--- src/hdl/bse_pkg.sv ---
package bse_pkg;

	localparam int MAX_ITEMS = 16;
	localparam int DATA_W    = 32;
	localparam int ADDR_W    = $clog2(MAX_ITEMS);
	localparam int CNT_W     = $clog2(MAX_ITEMS + 1);

	// sequencer states, one-hot
	typedef enum logic [6:0] {
		ST_IDLE    = 7'b0000001,
		ST_LOAD    = 7'b0000010,
		ST_STEP    = 7'b0000100,
		ST_FIN     = 7'b0001000,
		ST_OUT_RD  = 7'b0010000,
		ST_OUT_LD  = 7'b0100000,
		ST_OUT_HLD = 7'b1000000
	} state_t;

endpackage

--- src/hdl/bse_ram.sv ---
module bse_ram #(
	parameter int WIDTH = 32,
	parameter int DEPTH = 16
) (
	input  logic                     clk,
	input  logic                     we,
	input  logic [$clog2(DEPTH)-1:0] waddr,
	input  logic [WIDTH-1:0]         wdata,
	input  logic [$clog2(DEPTH)-1:0] raddr,
	output logic [WIDTH-1:0]         rdata
);

	logic [WIDTH-1:0] mem_q [DEPTH];

	// one write port, registered read port
	always_ff @(posedge clk) begin
		if (we) begin
			mem_q[waddr] <= wdata;
		end
		rdata <= mem_q[raddr];
	end

endmodule

--- src/hdl/bubble_sort_engine.sv ---
// channel  | direction | transfer carries
// s_*      | in        | s_tdata[31:0] value, s_tlast last_in
// m_*      | out       | m_tdata[31:0] sorted_value, m_tlast last_out, m_tuser overflowed
// cfg_*    | in        | cfg_data: descending (write only, always ready)
//
// items are stored one per cycle; the marked item starts a sort of n stored values.
// each pass over e+1 values, for e = n-1 down to 1, runs ST_LOAD, a ST_STEP per pair
// (one store read and one write per cycle) and ST_FIN; each result goes out through
// ST_OUT_LD and ST_OUT_HLD; a lone value skips the sort but first reads in ST_OUT_RD.
// one set is handled at a time: s_tready is low from the marked item to the final result.
// arst_n clears sequencer, count, overflow and direction; a stalled result waits in place.
module bubble_sort_engine (
	input  logic                        clk,
	input  logic                        arst_n,
	input  logic                        s_tvalid,
	output logic                        s_tready,
	input  logic [bse_pkg::DATA_W-1:0]  s_tdata,   // [31:0] value
	input  logic                        s_tlast,
	output logic                        m_tvalid,
	input  logic                        m_tready,
	output logic [bse_pkg::DATA_W-1:0]  m_tdata,   // [31:0] sorted_value
	output logic                        m_tlast,
	output logic                        m_tuser,   // [0] overflowed
	input  logic                        cfg_valid,
	output logic                        cfg_ready,
	input  logic                        cfg_data   // [0] descending
);

	bse_pkg::state_t state_q;
	logic [bse_pkg::CNT_W-1:0]  cnt_q;
	logic                       drop_q;
	logic                       desc_q;
	logic [bse_pkg::ADDR_W-1:0] end_q;
	logic [bse_pkg::ADDR_W-1:0] idx_q;
	logic [bse_pkg::DATA_W-1:0] cur_q;
	logic [bse_pkg::DATA_W-1:0] out_data_q;
	logic                       out_last_q;
	logic                       out_ovf_q;

	logic                       s_xfer;
	logic                       has_room;
	logic [bse_pkg::CNT_W-1:0]  n_next;
	logic                       swap;
	logic                       is_final;
	logic                       we;
	logic [bse_pkg::ADDR_W-1:0] waddr;
	logic [bse_pkg::DATA_W-1:0] wdata;
	logic [bse_pkg::ADDR_W-1:0] raddr;
	logic [bse_pkg::DATA_W-1:0] rdata;

	assign s_tready  = (state_q == bse_pkg::ST_IDLE);
	assign s_xfer    = s_tvalid && s_tready;
	assign cfg_ready = 1'b1;
	assign has_room  = (cnt_q < bse_pkg::CNT_W'(bse_pkg::MAX_ITEMS));
	assign n_next    = has_room ? (cnt_q + bse_pkg::CNT_W'(1)) : cnt_q;
	assign is_final  = (bse_pkg::CNT_W'(idx_q) == (cnt_q - bse_pkg::CNT_W'(1)));

	// carried value moves right past anything that belongs before it
	assign swap = desc_q ? ($signed(cur_q) < $signed(rdata))
	                     : ($signed(cur_q) > $signed(rdata));

	assign m_tvalid = (state_q == bse_pkg::ST_OUT_HLD);
	assign m_tdata  = out_data_q;
	assign m_tlast  = out_last_q;
	assign m_tuser  = out_ovf_q;

	// store access per state
	always_comb begin
		we    = 1'b0;
		waddr = '0;
		wdata = cur_q;
		raddr = '0;
		unique case (state_q)
			bse_pkg::ST_IDLE: begin
				we    = s_xfer && has_room;
				waddr = cnt_q[bse_pkg::ADDR_W-1:0];
				wdata = s_tdata;
			end
			bse_pkg::ST_LOAD: begin
				raddr = bse_pkg::ADDR_W'(1);
			end
			bse_pkg::ST_STEP: begin
				we    = 1'b1;
				waddr = idx_q - bse_pkg::ADDR_W'(1);
				wdata = swap ? rdata : cur_q;
				raddr = idx_q + bse_pkg::ADDR_W'(1);
			end
			bse_pkg::ST_FIN: begin
				we    = 1'b1;
				waddr = end_q;
				wdata = cur_q;
			end
			bse_pkg::ST_OUT_RD: begin
				raddr = '0;
			end
			bse_pkg::ST_OUT_LD: begin
				raddr = '0;
			end
			bse_pkg::ST_OUT_HLD: begin
				raddr = idx_q + bse_pkg::ADDR_W'(1);
			end
			default: begin
				we = 1'b0;
			end
		endcase
	end

	bse_ram #(
		.WIDTH(bse_pkg::DATA_W),
		.DEPTH(bse_pkg::MAX_ITEMS)
	) u_store (
		.clk  (clk),
		.we   (we),
		.waddr(waddr),
		.wdata(wdata),
		.raddr(raddr),
		.rdata(rdata)
	);

	// direction register
	always_ff @(posedge clk or negedge arst_n) begin
		if (!arst_n) begin
			desc_q <= 1'b0;
		end else if (cfg_valid && cfg_ready) begin
			desc_q <= cfg_data;
		end
	end

	// payload registers
	always_ff @(posedge clk) begin
		unique case (state_q)
			bse_pkg::ST_LOAD: begin
				cur_q <= rdata;
			end
			bse_pkg::ST_STEP: begin
				if (!swap) begin
					cur_q <= rdata;
				end
			end
			bse_pkg::ST_OUT_LD: begin
				out_data_q <= rdata;
				out_last_q <= is_final;
				out_ovf_q  <= is_final && drop_q;
			end
			default: begin
				cur_q <= cur_q;
			end
		endcase
	end

	// sequencer: collect, sort passes, emit
	always_ff @(posedge clk or negedge arst_n) begin
		if (!arst_n) begin
			state_q <= bse_pkg::ST_IDLE;
			cnt_q   <= '0;
			drop_q  <= 1'b0;
			end_q   <= '0;
			idx_q   <= '0;
		end else begin
			unique case (state_q)
				bse_pkg::ST_IDLE: begin
					if (s_xfer) begin
						cnt_q <= n_next;
						if (!has_room) begin
							drop_q <= 1'b1;
						end
						if (s_tlast) begin
							end_q <= bse_pkg::ADDR_W'(n_next - bse_pkg::CNT_W'(1));
							if (n_next < bse_pkg::CNT_W'(2)) begin
								state_q <= bse_pkg::ST_OUT_RD;
							end else begin
								state_q <= bse_pkg::ST_LOAD;
							end
						end
					end
				end
				bse_pkg::ST_LOAD: begin
					idx_q   <= bse_pkg::ADDR_W'(1);
					state_q <= bse_pkg::ST_STEP;
				end
				bse_pkg::ST_STEP: begin
					if (idx_q == end_q) begin
						state_q <= bse_pkg::ST_FIN;
					end else begin
						idx_q <= idx_q + bse_pkg::ADDR_W'(1);
					end
				end
				bse_pkg::ST_FIN: begin
					if (end_q == bse_pkg::ADDR_W'(1)) begin
						idx_q   <= '0;
						state_q <= bse_pkg::ST_OUT_LD;
					end else begin
						end_q   <= end_q - bse_pkg::ADDR_W'(1);
						state_q <= bse_pkg::ST_LOAD;
					end
				end
				bse_pkg::ST_OUT_RD: begin
					idx_q   <= '0;
					state_q <= bse_pkg::ST_OUT_LD;
				end
				bse_pkg::ST_OUT_LD: begin
					state_q <= bse_pkg::ST_OUT_HLD;
				end
				bse_pkg::ST_OUT_HLD: begin
					if (m_tready) begin
						if (out_last_q) begin
							cnt_q   <= '0;
							drop_q  <= 1'b0;
							state_q <= bse_pkg::ST_IDLE;
						end else begin
							idx_q   <= idx_q + bse_pkg::ADDR_W'(1);
							state_q <= bse_pkg::ST_OUT_LD;
						end
					end
				end
				default: begin
					state_q <= bse_pkg::ST_IDLE;
				end
			endcase
		end
	end

endmodule
--- config.mk ---
export PLATFORM = sky130hd
export DESIGN_NAME = bubble_sort_engine
export DESIGN_NICKNAME = d
export VERILOG_FILES = /design/src/hdl/bse_pkg.sv /design/src/hdl/bse_ram.sv /design/src/hdl/bubble_sort_engine.sv
export SDC_FILE = /design/constraint.sdc
export NUM_CORES = 1
export LEC_CHECK = 0
export BUFFER_PORTS_ARGS = -buffer_cell sky130_fd_sc_hd__buf_2
export CAP_MARGIN = 20
export CORE_ASPECT_RATIO = 0.7
export CORE_MARGIN = 1
export CORE_UTILIZATION = 25
export DETAILED_ROUTE_END_ITERATION = 8
export PLACE_DENSITY_LB_ADDON = 0.08
export SLEW_MARGIN = 5
export SYNTH_ARGS = -nofsm -noshare
export SYNTH_HDL_FRONTEND = slang
export SYNTH_SLANG_ARGS = --single-unit
--- constraint.sdc ---
create_clock -name clk -period 9.2 [get_ports clk]
set_clock_uncertainty 0.1 [all_clocks]
set_input_delay 0.46 -clock clk [delete_from_list [all_inputs] [get_ports clk]]
set_output_delay 0.46 -clock clk [all_outputs]
set_load 0.01 [all_outputs]
# Word-level counts from Yosys, hierarchy flattened
# Memory sizes are Yosys's and may differ from the RTL's. A register that Yosys moved wholly into a read port is not among the register bits.
# Cells that the tools add are included.
# totals
in_bits	39
reg_bits	88
wordCells	94
memories	1
ram_bits	512
# memory_table
memory	depth	word_bits	rd	rd_clocked_by_memory_dff	write_ports	line_no	source
u_store.mem_q	16	32	1	1	1	bse_ram.sv:13	logic [WIDTH-1:0] mem_q [DEPTH];
# op_classes
addsub	6
eq_ne	21
magnitude_cmp	4
n_mux	37
reduce_logical	15
# ops
op	count
$pmux 32 s2	2
$mux 32	2
$pmux 7 s7	1
$gt 32x32->1	1
$lt 32x32->1	1
$mux 4	7
$mux 7	4
$mux 5	5
$pmux 4 s5	1
$pmux 4 s2	2
$ne 2x2->1 const B	7
$mux 6	2
$pmux 4 s3	1
$reduce_and 4->1	3
$sub 4x1->4 const B	3
$pmux 5 s2	1
$reduce_and 5->1	2
$ne 2x1->1 const B	4
$eq 7x1->1 const B	1
$eq 7x2->1 const B	1
$eq 7x3->1 const B	1
$eq 7x4->1 const B	1
$eq 7x5->1 const B	1
$eq 7x6->1 const B	1
16 further kinds	28

# Logic depth before layout (Yosys ltp)
# Gate-level depths: netlist (run 1).
# logic_depth
ltp_word	7
ltp_mapped	12

# Modules after synthesis
# Synthesis (run 1) repeated with hierarchy kept, for this count alone.
# unflattened
cells_unflattened	1427
hier_area_um2	25742.2
# by_module_without_submodules
mod	area_each_um2	cells_each	n_inst
bse_ram	19835.3	838	1
bubble_sort_engine	5906.9	589	1

# Worst setup path before layout (run 1)
# No wires, ideal clock.
# synth_timing
path_kind	register to register
startpoint	register state_q[3]
endpoint	memory u_store.mem_q[6][0] (enable)
path_stages_with_launch	10
period_less_slack_ps	4049
setup_ps	421
path_buffers	2
arrival_ps	3528
setup_slack_ps	5151
cell_sequence	dfrtp_1 > or3_1 > or3_1 > buf_2 > or2_1 > buf_2 > o21ai_0 > a21boi_0 > nand2_1 > nor2_1
# synth_between
elab_chain_cells	6
elab_cells_between_ends	10
# synth_lines
item	line_no	source
start, declared	bubble_sort_engine.sv:29	bse_pkg::state_t state_q;
start signal, assigned	bubble_sort_engine.sv:154	state_q <= bse_pkg::ST_IDLE;
start signal, assigned	bubble_sort_engine.sv:170	state_q <= bse_pkg::ST_OUT_RD;
start signal, assigned	bubble_sort_engine.sv:172	state_q <= bse_pkg::ST_LOAD;
$eq 7x1->1	bubble_sort_engine.sv:51, bubble_sort_engine.sv:73	
$logic_and 1x1->1	bubble_sort_engine.sv:52	assign s_xfer = s_tvalid && s_tready;
$logic_and 1x1->1	bubble_sort_engine.sv:75	we = s_xfer && has_room;
$pmux 1 s2	bubble_sort_engine.sv:73	unique case (state_q)
$mux 1	bse_ram.sv:17	if (we) begin
$mux 1 (not written as such)	bse_ram.sv:18	mem_q[waddr] <= wdata;
end, declared	bse_ram.sv:13	
# Several ways; a longest one is shown, not always the timed one.

# Final worst setup path (run 1)
# layout_timing
startpoint	register state_q[1]
endpoint	memory u_store.mem_q[15][15] (enable)
# Same word-level chain as after synthesis.

==> flow_summary.ini, run 1 <==
[timing]
finalHoldViolCount = 0
max-slew-margin-rel = 0.329
tightestPinTransition_ns = 0.981
fin_crit_sh = 0.526
drv_slew = 0
setup_tns_ns = 0
fmax_mhz = 207
final.min_clock_period_ns = 4.84
setup_viol = 0
rsz0062_at_grt = false

[yosys]
synth_area_um2 = 26100
synth_cells = 1988
syn_nets = 2066
synth_edf_count = 578
ys_ff_latch = 632
synth_top_area_frac = 0.665
synth_cell_type_count = 62
seq_area_frac_synth = 0.711
synth_area_per_cell_um2 = 13.1
async_flop_share = 0.0348
yosysWarnings = 0
ys.flop_type = edfxtp_1
netlist_top_cells_area = edfxtp_1 (67%), nand2_1 (6.1%), a311oi_1 (3.2%), nand3_1 (2.7%), dfxtp_1 (2.5%)
synth_top_cell_by_area = edfxtp_1

[clock_tree]
ctsLongestPathBuffers = 3
numCtsBuffers = 70
clock_latency_ns = 0.65
clk_pin_slew_ns = 0.06
root_buffer = clkbuf_16
clkSinkCount = 632
cts_resized = 0
cts_tree = built
htreeDepth = 3

[worst_setup_path]
cp_cell_sequence = nor4_1, nor2b_1, nand3b_1, inv_2, buf_4, nand2_1, or2_2, a21boi_0, nand2_1, nor2_4, buf_4
critPathKind = flip-flop to flip-flop
path_buf_inv = 3
crit_path_max_fanout = 27
end_kind = flip-flop
worstPathRequired_ns = 9.37
cp_slowest_stage_delay_ns = 0.60
worst_path_max_delay_cell = nor2_4
cp-start-kind = flip-flop
cp.arrival_ns = 5.01
critical-path-top-delay-family = simple AND/OR/NAND/NOR gates

[finish]
nets = 2143
nFillCells = 10400
final_util = 0.298
area_growth_pct = 17.2
drive_above_1_share = 0.130

[drt]
wl_um = 86400
vias = 16700
wl_per_cell_um = 24.9
firstDrtPassIters = 6
ant_nets = 0
vias_per_cell = 4.82
drtIter0Drc = 1458
route.detailed.drc = 0

[outcome]
status = finished, final reports clean

[power]
power_w = 0.00883
internal_power_w = 0.00612
pwr-share-comb = 0.215
irDropWorstVdd_uv = 102
p_leak_nw = 10.3
p_sw_w = 0.00271
p_sw_frac = 0.307
pwr-share-clk = 0.319
p_per_area_nw_per_um2 = 289
pwr-share-seq = 0.466

[placed_design]
place_congestion = 0.729
port-buffer-count = 74
hpwl_um = 47000

[floorplanning]
die_h_um = 272
die_w_um = 388
boundaryPins = 76
core_area_um2 = 103000
start_util = 0.254
die_area_um2 = 106000
rows = 98

[grt]
overflow = 0
grt_pass1_vias = 16400
grt_first_pass_wirelength_um = 124000
antenna_found_initial = 5
grt.total_usage = 0.163
grt_max_degree = 163

[run]
cap_violations = 0

[worst_hold_path]
hp-class = input pin to flip-flop
sequential cells by signal (all words and copies together), names as in the netlist:
name,flops
u_store.mem_q,512
u_store.rdata,32
drop_q,1
desc_q,1
cur_q,32
m_tuser,1
idx_q,4
state_q,7
m_tlast,1
cnt_q,5
m_tdata,32
end_q,4
logic make-up after synthesis:
| family | count (synthesis) | share of synthesized area |
|---|---|---|
| buffers and inverters | 182 | 0.0299 |
| adders and majority gates | 39 | 0.0187 |
| DFF | 632 | 0.711 |
| xor gates and xnor gates | 19 | 0.00638 |
| other | 1 | 0.000144 |
| and+or+nand+nor | 719 | 0.122 |
| AOI/OAI and AO/OA | 391 | 0.110 |
| muxes | 5 | 0.00206 |
worst min-delay path: cells and delay by family:
kind	cells	cell delay [ns]
compound gates	2	0.21
buf+inv	1	0.08
cell usage in the layout (no fill, tap or decap), types with 52 or more instances in the layout:
cell | synthesis | layout
a211oi_1 | 64 | 64
edfxtp_1 | 578 | 578
buf_4 | 4 | 60
a21oi_1 | 52 | 52
buf_2 | 61 | 74
clkbuf_16 | 0 | 74
nand2_1 | 422 | 419
nor2b_1 | 71 | 70
a311oi_1 | 96 | 96
nand3_1 | 139 | 138
per-stage QoR:
| step | hold WS (ns) | std cells | setup slack, ns | cell area, um^2 |
|---|---|---|---|---|
| floorplan | 0.0644 | 1988 | 5.15 | 26100 |
| global placement | 0.363 | 3305 | 4.16 | 28000 |
| detailed placement | 0.378 | 3318 | 4.05 | 28100 |
| CTS | 0.146 | 3450 | 4.04 | 30400 |
| global route | 0.140 | 3471 | 3.96 | 30600 |
| finish | 0.145 | 3471 | 4.36 | 30600 |
metal layers:
| layer | GRT usage | up-vias | wire length [um] |
|---|---|---|---|
| met3 | 0.0252 | 106 | 3810 |
| met4 | 0.0454 | 0 | 1830 |
| met5 | 0 | - | 0 |
| met2 | 0.249 | 407 | 38300 |
| met1 | 0.237 | 8525 | 42500 |
| li1 | - | 7688 | - |
layout make-up:
cell class | count | area, um^2 | share of cell area
Multi-Input combinational cell | 1174 | 6960 | 0.228
Clock buffer | 98 | 2000 | 0.0655
Tap cell | 1350 | 1690 | 0.0552
Inverter | 43 | 161 | 0.00528
Clock inverter | 29 | 259 | 0.00847
Sequential cell | 632 | 18500 | 0.607
Antenna cell | 1 | 2.50 | 0.0000818
Timing Repair Buffer | 144 | 958 | 0.0313
path summary, 6_finish.rpt:
| kind | from | to | slack, ns | cells after the start |
|---|---|---|---|---|
| setup / recovery | state_q[1]$_DFFE_PN0P_ | u_store.mem_q[15][15]$_DFFE_PP_ | 4.36 | 11 |
| hold reg to reg | u_store.rdata[24]$_DFF_P_ | cur_q[24]$_DFFE_PP_ | 0.39 | 0 |
| max in group asynchronous | arst_n | state_q[0]$_DFFE_PN1P_ | 8.37 | 2 |
| hold / removal | s_tdata[18] | u_store.mem_q[7][18]$_DFFE_PP_ | 0.14 | 3 |
| min in group asynchronous | arst_n | end_q[3]$_DFFE_PN0P_ | 0.24 | 2 |
| setup reg to reg | state_q[1]$_DFFE_PN0P_ | u_store.mem_q[15][15]$_DFFE_PP_ | 4.36 | 11 |
Yosys cell counts (5+ instances only):
cell type	number
a211oi_1	64
a21oi_1	52
a222oi_1	32
a311oi_1	96
a31oi_1	34
buf_2	61
clkbuf_1	69
dfrtp_1	21
dfxtp_1	32
edfxtp_1	578
ha_1	39
inv_1	42
nand2_1	422
nand3_1	139
nand4_1	8
nor2_1	40
nor2b_1	71
nor3_1	12
o211ai_1	35
o21ai_0	45
o31ai_1	5
xnor2_1	11
xor2_1	8
power groups by stage:
stage	Clock [W]	Sequential, W	Combinational, W
floorplan	0	0.00409	0.00108
global placement	0	0.00420	0.00176
detailed placement	0	0.00420	0.00182
CTS	0.00290	0.00414	0.00183
global route	0.00300	0.00415	0.00209
finish	0.00282	0.00412	0.00190
repair_timing:
item	4_1_cts	5_1_grt
hold buffers	5	0
setup buffers	0	0
endpoints found under the hold margin	24	0
Note: power is estimated with default switching activity, not from simulation.
==> run 2, diff against run 1 <==
--- a/config.mk
+++ b/config.mk
@@ -5,6 +5,7 @@
 export SDC_FILE = /design/constraint.sdc
 export NUM_CORES = 1
 export LEC_CHECK = 0
+export ABC_AREA = 1
 export BUFFER_PORTS_ARGS = -buffer_cell sky130_fd_sc_hd__buf_2
 export CAP_MARGIN = 20
 export CORE_ASPECT_RATIO = 0.7
==> constraint.sdc (replaced) <==
create_clock -name clk -period 4.1 [get_ports clk]
set_clock_uncertainty 0.1 [all_clocks]
set_input_delay 0.205 -clock clk [delete_from_list [all_inputs] [get_ports clk]]
set_output_delay 0.205 -clock clk [all_outputs]
set_load 0.01 [all_outputs]
==> flow_summary.ini, run 2 <==
[worst_setup_path]
cp_slowest_stage_delay_ns = 0.55
critical-path-top-delay-family = simple AND/OR/NAND/NOR gates
worst_path_max_delay_cell = nand2_8
worstPathRequired_ns = 4.47
crit_path_max_fanout = 53
cp.arrival_ns = 3.99
critPathKind = flip-flop to flip-flop
cp_cell_sequence = nor3_4, nand4_1, nand2_8, buf_4, buf_4, or2_1, o211ai_1, o211ai_1, nand3_1, nand2_1
path_buf_inv = 2
end_kind = flip-flop
cp-start-kind = flip-flop

[drt]
wl_um = 95000
firstDrtPassIters = 7
vias = 17800
route.detailed.drc = 0
wl_per_cell_um = 25.3
drtIter0Drc = 1444
vias_per_cell = 4.73
ant_nets = 0

[clock_tree]
ctsLongestPathBuffers = 3
clkSinkCount = 632
cts_setup_buffers = 0
root_buffer = clkbuf_16
clk_pin_slew_ns = 0.06
cts_tree = built
cts_hold_buf = 8
numCtsBuffers = 73
htreeDepth = 3
cts_resized = 0
clock_latency_ns = 0.63

[power]
pwr-share-comb = 0.323
irDropWorstVdd_uv = 290
pwr-share-clk = 0.271
power_w = 0.0235
p_leak_nw = 11.2
p_sw_w = 0.00850
p_sw_frac = 0.362
internal_power_w = 0.0150
p_per_area_nw_per_um2 = 733
pwr-share-seq = 0.406

[floorplanning]
boundaryPins = 76
die_w_um = 392
die_area_um2 = 108000
rows = 99
core_area_um2 = 105000
start_util = 0.254
die_h_um = 275

[timing]
fin_crit_sh = 0.885
rsz0062_at_grt = false
finalHoldViolCount = 0
drv_slew = 0
max-slew-margin-rel = 0.265
fmax_mhz = 276
tightestPinTransition_ns = 1.09
worst_slack_ns = 0.473
final.min_clock_period_ns = 3.63
setup_tns_ns = 0
setup_viol = 0

[finish]
nFillCells = 10600
final_common_cell = edfxtp_1
final_util = 0.306
drive_above_1_share = 0.181
largest_register_ffs = 512
regMostFlops = u_store.mem_q
area_growth_pct = 20.5
mostFrequentLayoutCells = edfxtp_1 (578), o211ai_1 (252), nand2_1 (211)
nets = 2368

[grt]
grt.total_usage = 0.175
antenna_found_initial = 12
grt_first_pass_wirelength_um = 134000
grt_pass1_vias = 17600
grt_max_degree = 128
overflow = 0

[yosys]
syn_nets = 2218
ys.flop_type = edfxtp_1
yosysWarnings = 0
async_flop_share = 0.0348
seq_area_frac_synth = 0.697
synth_area_per_cell_um2 = 12.4
synth_edf_count = 578
netlist_top_cells_area = edfxtp_1 (65%), o211ai_1 (7.1%), o21ai_0 (3.3%), nand2_1 (3.0%), nand3_1 (2.8%)
synth.most_common_cell = edfxtp_1
ys_ff_latch = 632
synth_common_cells = edfxtp_1 (578), o211ai_1 (252), nand2_1 (212), nor2_1 (186), o21ai_0 (174)
synth_area_um2 = 26600
synth_cells = 2140
synth_top_area_frac = 0.652
synth_cell_type_count = 50
synth_top_cell_by_area = edfxtp_1

[placed_design]
port-buffer-count = 74
place_ws_ns = 0.498
place_congestion = 0.768
hpwl_um = 57300

[outcome]
status = finished, final reports clean

[worst_hold_path]
hp-class = input pin to async pin

[run]
cap_violations = 0
-- run 2: cell types whose count changed after synthesis, moves of 33 or more --
| cell | previous run | this run |
|---|---|---|
| or2_2 | 2 | 97 |
| a211oi_1 | 64 | 1 |
| o211ai_1 | 35 | 252 |
| a311oi_1 | 96 | 0 |
| inv_1 | 42 | 148 |
| o21ai_0 | 45 | 174 |
| nor2b_1 | 71 | 0 |
| nand2_1 | 422 | 212 |
| nor2_1 | 40 | 186 |
| a31oi_1 | 34 | 1 |
-- run 2: layout make-up --
type / count / area [um^2] / area share
clock inverter: 32 / 282 / 0.00877
antenna: 3 / 7.51 / 0.000234
inverter: 155 / 588 / 0.0183
multi-input combinational: 1229 / 7040 / 0.220
clock buffer: 99 / 2020 / 0.0629
timing repair buffer: 199 / 1830 / 0.0570
sequential: 632 / 18500 / 0.578
tap: 1414 / 1770 / 0.0551
-- run 2: final timing paths --
kind	from	to	slack, ns	depth (start not counted)
worst max-delay path	state_q[6]$_DFFE_PN0P_	u_store.rdata[14]$_DFF_P_	0.47	10
worst min register to register	u_store.rdata[24]$_DFF_P_	m_tdata[24]$_DFFE_PP_	0.36	0
min in group clk	s_tdata[25]	u_store.mem_q[9][25]$_DFFE_PP_	0.13	6
max in group asynchronous	arst_n	state_q[1]$_DFFE_PN0P_	3.49	2
worst min-delay path	arst_n	end_q[3]$_DFFE_PN0P_	0.01	2
worst max register to register	state_q[6]$_DFFE_PN0P_	u_store.rdata[14]$_DFF_P_	0.47	10
-- run 2: logic make-up (layout without fill, tap and decap cells) --
kind of cell / after synthesis / after routing / synth area share
simple gates: 700 / 700 / 0.121
flops: 632 / 632 / 0.697
compound gates: 476 / 476 / 0.115
buf+inv: 279 / 485 / 0.0445
fa+ha+maj: 39 / 39 / 0.0183
xor+xnor: 13 / 13 / 0.00428
other cells: 1 / 4 / 0.000141
-- run 2: power groups by stage --
stage / Combinational, W / Sequential, W / Clock (W)
floorplan: 0.00402 / 0.00952 / 0
global placement: 0.00765 / 0.00968 / 0
detailed placement: 0.00762 / 0.00969 / 0
CTS: 0.00766 / 0.00956 / 0.00657
global route: 0.00835 / 0.00963 / 0.00679
finish: 0.00758 / 0.00955 / 0.00637
-- run 2: metrics by stage --
stage / hold WS (ns) / instance area [um^2] / cells
global route: 0.0403 / 32100 / 3761
CTS: 0.00549 / 32100 / 3760
finish: 0.0109 / 32100 / 3763
floorplan: -0.191 / 26600 / 2140
detailed placement: 0.154 / 29700 / 3621
global placement: 0.152 / 29700 / 3620
-- run 2: per-layer routing --
layer | up-vias | track usage | part of all wire
li1 | 8099 | - | -
met1 | 9089 | 0.264 | 0.51
met2 | 468 | 0.252 | 0.41
met3 | 120 | 0.0382 | 0.058
met4 | 6 | 0.0416 | 0.020
met5 | - | 0 | 0.00072
